<file path="config.mk">
export PLATFORM = sky130hd
export DESIGN_NAME = crc_framed_packet_parser
export DESIGN_NICKNAME = d
export VERILOG_FILES = /design/src/rtl/cpp_pkg.sv /design/src/rtl/cpp_crc16.sv /design/src/rtl/cpp_parser.sv /design/src/rtl/crc_framed_packet_parser.sv
export SDC_FILE = /design/constraint.sdc
export NUM_CORES = 1
export LEC_CHECK = 0
export BUFFER_PORTS_ARGS = -buffer_cell sky130_fd_sc_hd__clkbuf_2
export CORE_MARGIN = 2
export CORE_UTILIZATION = 25
export DETAILED_ROUTE_END_ITERATION = 8
export HOLD_SLACK_MARGIN = 0.03
export PLACE_DENSITY = 0.45
export SLEW_MARGIN = 20
export SYNTH_ARGS = -nofsm -noshare
export SYNTH_HDL_FRONTEND = slang
export SYNTH_SLANG_ARGS = --single-unit
export TNS_END_PERCENT = 100
</file>
<file path="constraint.sdc">
create_clock -name clk -period 5.32 [get_ports clk]
set_clock_uncertainty 0.05 [all_clocks]
set_input_delay 0 -clock clk [delete_from_list [all_inputs] [get_ports clk]]
set_output_delay 0 -clock clk [all_outputs]
set_load 0.02 [all_outputs]
</file>
<file path="src/rtl/cpp_pkg.sv">
// ----------------------------------------------------------------------------
// cpp_pkg
// Shared types and constants of the CRC-framed packet parser.
// ----------------------------------------------------------------------------
package cpp_pkg;

  // Parse phases
  localparam logic [1:0] PH_HEADER  = 2'd0;
  localparam logic [1:0] PH_PAYLOAD = 2'd1;
  localparam logic [1:0] PH_CRC     = 2'd2;

  // Result kinds
  localparam logic [2:0] KIND_DATA        = 3'd0;
  localparam logic [2:0] KIND_GOOD        = 3'd1;
  localparam logic [2:0] KIND_BAD_MAGIC   = 3'd2;
  localparam logic [2:0] KIND_BAD_VERSION = 3'd3;
  localparam logic [2:0] KIND_TOO_LARGE   = 3'd4;
  localparam logic [2:0] KIND_CRC_BAD     = 3'd5;

  // Header byte offsets
  localparam logic [15:0] HDR_MAGIC_END   = 16'd4;
  localparam logic [15:0] HDR_VERSION     = 16'd4;
  localparam logic [15:0] HDR_TYPE        = 16'd5;
  localparam logic [15:0] HDR_SEQ_LO      = 16'd8;
  localparam logic [15:0] HDR_SEQ_HI      = 16'd9;
  localparam logic [15:0] HDR_LEN_LO      = 16'd10;
  localparam logic [15:0] HDR_LEN_HI      = 16'd11;

  // Modbus CRC-16
  localparam logic [15:0] CRC_INIT = 16'hFFFF;
  localparam logic [15:0] CRC_POLY = 16'hA001;

  // Register indexes
  localparam logic CFG_MAGIC   = 1'b0;
  localparam logic CFG_VERSION = 1'b1;

  // One result item from the parser core
  typedef struct packed {
    logic        valid;
    logic [2:0]  kind;
    logic [7:0]  data;
    logic [7:0]  msg_type;
    logic [15:0] sequence_num;
    logic [15:0] length;
    logic        frame_end;
  } res_t;

endpackage

</file>
<file path="src/rtl/cpp_crc16.sv">
// ----------------------------------------------------------------------------
// cpp_crc16
// One-byte update of the Modbus CRC-16, unrolled over the eight bit steps.
// ----------------------------------------------------------------------------
module cpp_crc16 (
  input  logic [15:0] crc_in,
  input  logic [7:0]  data_in,
  output logic [15:0] crc_out
);
  import cpp_pkg::*;

  // Shift out eight bits, folding in the polynomial on each set lsb
  always_comb begin
    logic [15:0] c;
    c = crc_in ^ {8'h00, data_in};
    for (int k = 0; k < 8; k++) begin
      if (c[0]) begin
        c = (c >> 1) ^ CRC_POLY;
      end else begin
        c = c >> 1;
      end
    end
    crc_out = c;
  end

endmodule

</file>
<file path="src/rtl/cpp_parser.sv">
// ----------------------------------------------------------------------------
// cpp_parser
// Frame state and per-byte parse logic: header checks, payload pass-through,
// CRC compare and verdicts.
// ----------------------------------------------------------------------------
module cpp_parser #(
  parameter int MAX_PAYLOAD = 1024
) (
  input  logic          clk,
  input  logic          rst,
  input  logic          step,
  input  logic [7:0]    in_byte,
  input  logic [31:0]   frame_magic,
  input  logic [7:0]    frame_version,
  output cpp_pkg::res_t res
);
  import cpp_pkg::*;

  logic [1:0]  phase, phase_next;
  logic [15:0] pos, pos_next;
  logic [15:0] crc_acc, crc_acc_next;
  logic [7:0]  type_hold, type_hold_next;
  logic [15:0] seq_hold, seq_hold_next;
  logic [15:0] len_hold, len_hold_next;
  logic [7:0]  crc_low, crc_low_next;

  logic [15:0] crc_fed;
  logic [15:0] len_full;
  logic        restart;

  cpp_crc16 u_crc (
    .crc_in  (crc_acc),
    .data_in (in_byte),
    .crc_out (crc_fed)
  );

  assign len_full = len_hold | {in_byte, 8'h00};

  // Next state and result for the byte at hand
  always_comb begin
    phase_next     = phase;
    pos_next       = pos;
    crc_acc_next   = crc_acc;
    type_hold_next = type_hold;
    seq_hold_next  = seq_hold;
    len_hold_next  = len_hold;
    crc_low_next   = crc_low;
    restart        = 1'b0;
    res.valid      = 1'b0;
    res.kind       = KIND_DATA;
    res.data       = 8'h00;
    res.frame_end  = 1'b0;

    unique case (phase)
      PH_PAYLOAD: begin
        crc_acc_next = crc_fed;
        res.valid    = 1'b1;
        res.data     = in_byte;
        if ({1'b0, pos} + 17'd1 >= {1'b0, len_hold}) begin
          phase_next = PH_CRC;
          pos_next   = 16'd0;
        end else begin
          pos_next = pos + 16'd1;
        end
      end
      PH_CRC: begin
        if (pos == 16'd0) begin
          crc_low_next = in_byte;
          pos_next     = 16'd1;
        end else begin
          res.valid     = 1'b1;
          res.frame_end = 1'b1;
          res.kind      = ({in_byte, crc_low} == crc_acc) ? KIND_GOOD : KIND_CRC_BAD;
          restart       = 1'b1;
        end
      end
      default: begin
        // header phase; the unused code behaves the same
        crc_acc_next = crc_fed;
        pos_next     = pos + 16'd1;
        if (pos < HDR_MAGIC_END) begin
          if (frame_magic[{pos[1:0], 3'b000} +: 8] != in_byte) begin
            res.valid = 1'b1;
            res.kind  = KIND_BAD_MAGIC;
          end
        end else if (pos == HDR_VERSION) begin
          if (in_byte != frame_version) begin
            res.valid = 1'b1;
            res.kind  = KIND_BAD_VERSION;
          end
        end else if (pos == HDR_TYPE) begin
          type_hold_next = in_byte;
        end else if (pos == HDR_SEQ_LO) begin
          seq_hold_next = {8'h00, in_byte};
        end else if (pos == HDR_SEQ_HI) begin
          seq_hold_next = seq_hold | {in_byte, 8'h00};
        end else if (pos == HDR_LEN_LO) begin
          len_hold_next = {8'h00, in_byte};
        end else if (pos >= HDR_LEN_HI) begin
          len_hold_next = len_full;
          pos_next      = 16'd0;
          if ({1'b0, len_full} > 17'(MAX_PAYLOAD)) begin
            res.valid = 1'b1;
            res.kind  = KIND_TOO_LARGE;
          end else begin
            phase_next = (len_full == 16'd0) ? PH_CRC : PH_PAYLOAD;
          end
        end
        if (res.valid) begin
          res.frame_end = 1'b1;
          restart       = 1'b1;
        end
      end
    endcase

    // Holds as seen by the result, before any restart
    res.msg_type     = type_hold_next;
    res.sequence_num = seq_hold_next;
    res.length       = len_hold_next;

    // Drop the frame after a verdict
    if (restart) begin
      phase_next     = PH_HEADER;
      pos_next       = 16'd0;
      crc_acc_next   = CRC_INIT;
      type_hold_next = 8'h00;
      seq_hold_next  = 16'h0000;
      len_hold_next  = 16'h0000;
      crc_low_next   = 8'h00;
    end
  end

  // Advance frame state on each consumed item
  always_ff @(posedge clk) begin
    if (rst) begin
      phase     <= PH_HEADER;
      pos       <= 16'd0;
      crc_acc   <= CRC_INIT;
      type_hold <= 8'h00;
      seq_hold  <= 16'h0000;
      len_hold  <= 16'h0000;
      crc_low   <= 8'h00;
    end else if (step) begin
      phase     <= phase_next;
      pos       <= pos_next;
      crc_acc   <= crc_acc_next;
      type_hold <= type_hold_next;
      seq_hold  <= seq_hold_next;
      len_hold  <= len_hold_next;
      crc_low   <= crc_low_next;
    end
  end

endmodule

</file>
<file path="src/rtl/crc_framed_packet_parser.sv">
// ----------------------------------------------------------------------------
// crc_framed_packet_parser
// Byte-serial parser for length-prefixed frames checked by Modbus CRC-16.
// ----------------------------------------------------------------------------
// Usage:
//   The slave stream (s_tvalid/s_tready/s_tdata) carries one received byte
//   per item. The master stream carries results: payload bytes as they
//   arrive (m_tuser = 0, m_tlast = 0) and one verdict per frame attempt
//   (m_tuser = good, bad magic, bad version, too large or CRC mismatch,
//   m_tlast = 1). The first CRC byte and header bytes that pass give no result.
//   The expected magic and version are written through cfg_we/cfg_index/
//   cfg_data while the block is idle.
//   The byte lands in the input register at the accepting edge, and the parse
//   logic and CRC byte update load the output register when the byte advances
//   out of it. One byte is taken every cycle while the output is not stalled;
//   the per-byte CRC network and the frame state update are combinational.
//   When the receiver stalls, the output register holds its item, the input
//   register takes one more byte, and then s_tready drops until the output
//   drains. Reset clears both registers' valid flags, the frame state (next
//   byte is header byte 0, CRC back to 0xFFFF) and the magic and version registers.
// ----------------------------------------------------------------------------
module crc_framed_packet_parser #(
  parameter int MAX_PAYLOAD = 1024
) (
  input  logic        clk,
  input  logic        rst,
  // Input bytes
  input  logic        s_tvalid,
  output logic        s_tready,
  input  logic [7:0]  s_tdata,   // [7:0] rx_byte
  // Results
  output logic        m_tvalid,
  input  logic        m_tready,
  output logic [47:0] m_tdata,   // [7:0] data_byte, [15:8] msg_type,
                                 // [31:16] frame_sequence, [47:32] payload_length
  output logic [2:0]  m_tuser,   // [2:0] result_kind
  output logic        m_tlast,   // frame_end
  // Configuration
  input  logic        cfg_we,
  input  logic        cfg_index,
  input  logic [31:0] cfg_data
);
  import cpp_pkg::*;

  logic [31:0] frame_magic;
  logic [7:0]  frame_version;
  logic        in_valid;
  logic [7:0]  in_byte;
  logic        advance;
  res_t        res;

  // Move an item out of the input register when the output can take it
  assign advance  = in_valid && (!m_tvalid || m_tready);
  assign s_tready = !in_valid || advance;

  // Configuration registers
  always_ff @(posedge clk) begin
    if (rst) begin
      frame_magic   <= 32'h0;
      frame_version <= 8'h0;
    end else if (cfg_we) begin
      unique case (cfg_index)
        CFG_MAGIC:   frame_magic   <= cfg_data;
        CFG_VERSION: frame_version <= cfg_data[7:0];
        default: ;
      endcase
    end
  end

  // Input register
  always_ff @(posedge clk) begin
    if (rst) begin
      in_valid <= 1'b0;
    end else if (s_tvalid && s_tready) begin
      in_valid <= 1'b1;
    end else if (advance) begin
      in_valid <= 1'b0;
    end
  end

  always_ff @(posedge clk) begin
    if (s_tvalid && s_tready) begin
      in_byte <= s_tdata;
    end
  end

  cpp_parser #(
    .MAX_PAYLOAD (MAX_PAYLOAD)
  ) u_parser (
    .clk           (clk),
    .rst           (rst),
    .step          (advance),
    .in_byte       (in_byte),
    .frame_magic   (frame_magic),
    .frame_version (frame_version),
    .res           (res)
  );

  // Output register: load on advance, clear once taken
  always_ff @(posedge clk) begin
    if (rst) begin
      m_tvalid <= 1'b0;
    end else if (advance) begin
      m_tvalid <= res.valid;
    end else if (m_tready) begin
      m_tvalid <= 1'b0;
    end
  end

  always_ff @(posedge clk) begin
    if (advance) begin
      m_tdata <= {res.length, res.sequence_num, res.msg_type, res.data};
      m_tuser <= res.kind;
      m_tlast <= res.frame_end;
    end
  end

endmodule
</file>
# [Word level (Yosys, flattened, before mapping)]
# Cells that the tools add are included.
[word_totals] ff_bits=184 in_bits=46
[classes] n_addsub=2 n_lt_le_gt_ge=4 eq_ne=20 n_shift=1 n_mux=79 bitwise=12 reduce_logical=20
[ops] cell="$mux 16" n=36
[ops] cell="$mux 8" n=8
[ops] cell="$eq 16x4->1 const B" n=3
[ops] cell="$mux 4" n=12
[ops] cell="$eq 16x3->1 const B" n=2
[ops] cell="$logic_not 16->1" n=2
[ops] cell="$or 16x16->16" n=2
[ops] cell="$pmux 16 s2" n=1
[ops] cell="$shiftx 32x6->8" n=1
[ops] cell="$not 2->3" n=8
[ops] cell="$mux 2" n=11
[ops] cell="$ne 3x2->1 const B" n=7
[ops] cell="$add 16x1->17 const B" n=1
[ops] cell="$ge 17x16->1" n=1
[ops] cell="$add 16x1->16 const B" n=1
[ops] cell="$eq 16x16->1" n=1
[ops] cell="$ge 16x4->1 const B" n=1
[ops] cell="$gt 16x11->1 const B" n=1
[ops] cell="$lt 16x3->1 const B" n=1
[ops] cell="$ne 8x8->1" n=2
[ops] cell="$xor 16x8->16" n=1
[ops] cell="$reduce_and 11->1" n=1
[ops] cell="$reduce_and 2->1" n=4
[ops] cell="$reduce_bool 2->1" n=4
[ops] cell="other kinds (16)" n=26

# [Logic depth before layout (Yosys ltp)]
[depth] word_depth=19 ltp_mapped=17 mapped_depth_nobuf=15

# [Hierarchy]
# From an unflattened synthesis, not the netlist that was laid out.
[hier_totals] hier_cells=926 hier_area_um2=9295.2
[modules_own_cells] module="cpp_parser" instances=1 cells_per_inst=657 area_per_inst_um2=5363.9 seq_area_each_um2=1641.6
[modules_own_cells] module="crc_framed_packet_parser" instances=1 cells_per_inst=240 area_per_inst_um2=3647.2 seq_area_each_um2=2642.5
[modules_own_cells] module="cpp_crc16" instances=1 cells_per_inst=29 area_per_inst_um2=284.0 seq_area_each_um2=0.0

# [Worst setup path after synthesis]
# Ideal clock, no wire load.
[synth_timing] path_type="reg-to-reg" startpoint="reg u_parser.pos[3]" endpoint="reg u_parser.pos[10]" arrival_time_ns=3.156 required_time_ns=5.150 setup_slack_ns=1.994 stages_incl_launch_ff=17 n_path_buf=3 period_less_slack_ns=3.326 path_cell_list="dfxtp_1 clkbuf_1 and3_1 and3_1 clkbuf_1 nand4_1 xnor2_1 ha_1 a21oi_1 o21ai_0 a2111oi_0 a211o_1 a21oi_1 nand4bb_1 clkbuf_1 nor2b_1 o31a_1"
[synth_via] elab_chain_len=13 elab_cells_between_ends=34 cone_classes="add/sub: 2; order compare: 3; eq/ne: 6; mux: 21; reduce/logical: 2"
[synth_rtl] item="start, declared" line_no="cpp_parser.sv:20" source="logic [15:0] pos, pos_next;"
[synth_rtl] item="start signal, assigned" line_no="cpp_parser.sv:145" source="pos <= pos_next;"
[synth_rtl] item="$ge 16x4->1" line_no="cpp_parser.sv:99" source="end else if (pos >= HDR_LEN_HI) begin"
[synth_rtl] item="$mux 4" line_no="cpp_parser.sv:99"
[synth_rtl] item="$mux 4" line_no="cpp_parser.sv:97" source="end else if (pos == HDR_LEN_LO) begin"
[synth_rtl] item="$mux 4" line_no="cpp_parser.sv:95" source="end else if (pos == HDR_SEQ_HI) begin"
[synth_rtl] item="$mux 4" line_no="cpp_parser.sv:93" source="end else if (pos == HDR_SEQ_LO) begin"
[synth_rtl] item="$mux 4" line_no="cpp_parser.sv:91" source="end else if (pos == HDR_TYPE) begin"
[synth_rtl] item="$mux 4" line_no="cpp_parser.sv:86" source="end else if (pos == HDR_VERSION) begin"
[synth_rtl] item="$mux 4" line_no="cpp_parser.sv:81" source="if (pos < HDR_MAGIC_END) begin"
[synth_rtl] item="$mux 4" line_no="cpp_parser.sv:54" source="unique case (phase)"
[synth_rtl] item="$mux 1" line_no="cpp_parser.sv:109" source="if (res.valid) begin"
[synth_rtl] item="$pmux 1 s2" line_no="cpp_parser.sv:54"
[synth_rtl] item="$ne 3x1->1 (no source line)"
[synth_rtl] item="$reduce_and 2->1 (no source line)"
# Several ways; a longest one is shown, not always the timed one. The select of a mux whose other input is x is not followed.
# A chain may end at the register's enable or synchronous reset.

# [Worst setup path after layout]
[layout_timing] startpoint="reg u_parser.pos[1]" endpoint="reg u_parser.pos[1]"
# The elaborated chain is that of the path after synthesis.

==> out/metrics.yaml <==
outcome: "finished, final reports clean"
synth_cell_types: 63
p_int_mw: 2.40
grt_first_pass_wirelength_mm: 36.6
crit_path_start_kind: "flop"
antenna_found_initial: 0
ys_ff_latch: 184
holdWs_ns: 0.147
tightest_slew_ns: 0.976
fin_tns_setup_ns: 0
synth-edff-count: 60
swShare_pct: 24.8
routed_via_density: 4.63
grt_usage_pct: 13.5
synth_fp_nets: 893
drt_iter0_markers: 456
cts-buffers-inserted: 17
yosysSeqAreaShare_pct: 50.7
wl_per_cell_um: 16.7
routed_wl_mm: 23.7
htreeDepth: 4
drc: 0
start_util_pct: 25.3
reg2reg_depth: 13
gp_congestion: 0.783
cts_hold_buf: 47
cts_resized: 0
die-area_mm2: 0.0353
num_rows: 67
clk_path_buf_depth: 2
syn_avg_cell_area_um2: 10.2
cp-startpoint: "u_parser.pos[1]$_SDFFE_PP0P_"
setup_viol: 0
dr.pass1.iters: 5
arrival_ns: 4.48
cts-root-buf: "clkbuf_16"
rsz0062_at_grt: "no"
grt_pass1_vias: 6236
finalMaxSlewViolations: 0
crit_fanout: 18
die_h_um: 188
diodes: 0
port_buffers: 99
design.portCount: 100
fin_crit_ns: 4.15
period_share_pct: 78.0
p_clk_share_pct: 43.2
synthToLayoutAreaGrowth_pct: 24.2
required_ns: 5.65
worst_skew_pair.late_latency_ns: 0.44
ys_warn_count: 0
min_path_cells: 3
power_density_mw_per_mm2: 304
die_x_um: 188
switchingPower_uw: 789
crit_type: "flop to flop"
clkTransAtPathRegs_ns: 0.08
grt_overflow: 0
comb_power_share_pct: 9.3
async_reset_ff_share_pct: 0
fin_nets: 1021
ir_drop_v: 0.000211
total_power_mw: 3.19
hp-start: "rst"
place_hpwl_mm: 15.9
cts_num_sinks: 184
hold_viol: 0
cts_tree: "built"
cp-end-kind: "flop"
layout-drive-gt1-share_pct: 18.6
cap_viol_max_count: 0
hp-class: "input pin to flop"
ant_nets: 0
slew_headroom_pct: 34.9
synth_cells: 825
leakagePower_nw: 4.01
syn_area_mm2: 0.00845
core_area_mm2: 0.0334
r2r_start: "u_parser.pos[1]$_SDFFE_PP0P_"
p_seq_share_pct: 47.5
dr_total_vias: 6545
ys.flop_type: "dfxtp_1"
fmax_ghz: 0.241
postCtsSetupBuffers: 0
grt_max_degree: 61
-- metal layers --
layer | vias to the layer above | GRT usage (%) | routed length (um)
met4 | 0 | 3.88 | 282
met2 | 161 | 20.4 | 10500
met5 | - | 0 | 0
met3 | 19 | 3.03 | 1120
met1 | 3135 | 19.3 | 11700
li1 | 3230 | - | -
-- Yosys cell counts (3+ instances only) --
cell type / instances / share of area [%]
o22a_1: 15 / 1.6
nor2b_1: 6 / 0.44
mux2i_1: 9 / 1.1
or2_2: 3 / 0.22
nand2b_1: 9 / 0.67
and4b_1: 3 / 0.36
nor2_1: 23 / 1.0
and3_1: 9 / 0.67
dfxtp_1: 124 / 29
clkbuf_1: 36 / 1.6
xor2_1: 12 / 1.2
mux4_2: 4 / 1.1
edfxtp_1: 60 / 21
o21a_1: 4 / 0.36
a22o_1: 55 / 5.7
mux2_2: 17 / 2.3
buf_1: 7 / 0.31
a21o_1: 7 / 0.62
a21oi_1: 74 / 4.4
buf_6: 3 / 0.40
inv_1: 28 / 1.2
nand2_1: 115 / 5.1
nand4_1: 12 / 0.89
nand3_1: 28 / 1.7
nor4_1: 8 / 0.59
buf_2: 6 / 0.36
xnor2_1: 49 / 5.1
and2_1: 13 / 0.96
o21ai_0: 17 / 1.0
nor3_1: 5 / 0.30
ha_1: 22 / 3.3
-- final cells by class --
| type | count | area, um^2 |
|---|---|---|
| repair buffers | 162 | 1090 |
| clock inverters | 13 | 189 |
| clock buffers | 19 | 433 |
| inverters | 29 | 114 |
| fillers | 3495 | 22900 |
| flip-flops and latches | 184 | 4280 |
| well taps | 448 | 561 |
| multi-input cells | 559 | 3820 |
-- power by group through the flow --
stage | registers, mW | logic (mW) | clock network, mW
3_5_place_dp | 1.55 | 0.271 | 0
4_1_cts | 1.51 | 0.299 | 1.41
3_3_place_gp | 1.54 | 0.271 | 0
2_1_floorplan | 1.56 | 0.158 | 0
5_1_grt | 1.52 | 0.324 | 1.47
6_report | 1.51 | 0.297 | 1.38
-- critical path, stage by stage (launching register included) --
cell and delay, ns:
dfxtp_1 0.31, buf_4 0.27, ha_1 0.33, and3_1 0.36
nand4_1 0.20, xnor2_1 0.17, ha_1 0.30, a21oi_1 0.13
o21ai_0 0.12, a2111oi_0 0.45, a211o_1 0.23, a21oi_1 0.11
nor3_1 0.79, a22o_1 0.27
-- per-stage QoR --
stage,cell area [um^2],util (%),instances,setup slack [ns]
finish,10500,31.4,1414,1.17
global route,10500,31.4,1414,0.860
CTS,10500,31.4,1414,1.14
global placement,9400,28.2,1335,1.23
floorplan,8450,-,825,1.99
detailed placement,9400,28.2,1335,1.16
-- final timing paths --
kind	end	slack, ns
setup / recovery	u_parser.pos[1]$_SDFFE_PP0P_	1.17
hold / removal	u_parser.len_hold[8]$_SDFFE_PP0P_	0.15
setup reg to reg	u_parser.pos[1]$_SDFFE_PP0P_	1.17
hold reg to reg	frame_magic[1]$_SDFFE_PP0P_	0.41
-- cell usage in the layout (no fill, tap or decap), types with 13 or more instances in the layout --
cell	netlist	routed
dfxtp_1	124	124
nand2_1	115	115
clkbuf_2	0	99
a21oi_1	74	74
edfxtp_1	60	60
a22o_1	55	55
xnor2_1	49	49
dlygate4sd3_1	0	47
nand3_1	28	28
inv_1	28	27
nor2_1	23	22
ha_1	22	22
o21ai_0	17	17
mux2_2	17	17
clkbuf_16	0	17
buf_4	1	16
o22a_1	15	15
and2_1	13	13
-- cells by family after synthesis --
kind of cell / count (synthesis) / synth area share (%)
muxes: 30 / 4.40
buffers and inverters: 82 / 4.10
adders and majority gates: 23 / 3.38
and+or+nand+nor: 247 / 14.3
DFF: 184 / 50.7
xor gates and xnor gates: 61 / 6.32
AOI/OAI and AO/OA: 198 / 16.8
-- registers in the layout, indices dropped and copies added, names as in the netlist, 16 cells and up --
register	count
frame_magic	32
m_tdata	48
u_parser.crc_acc	16
u_parser.len_hold	16
u_parser.pos	16
u_parser.seq_hold	16
Power figures use the tool's default switching activity.
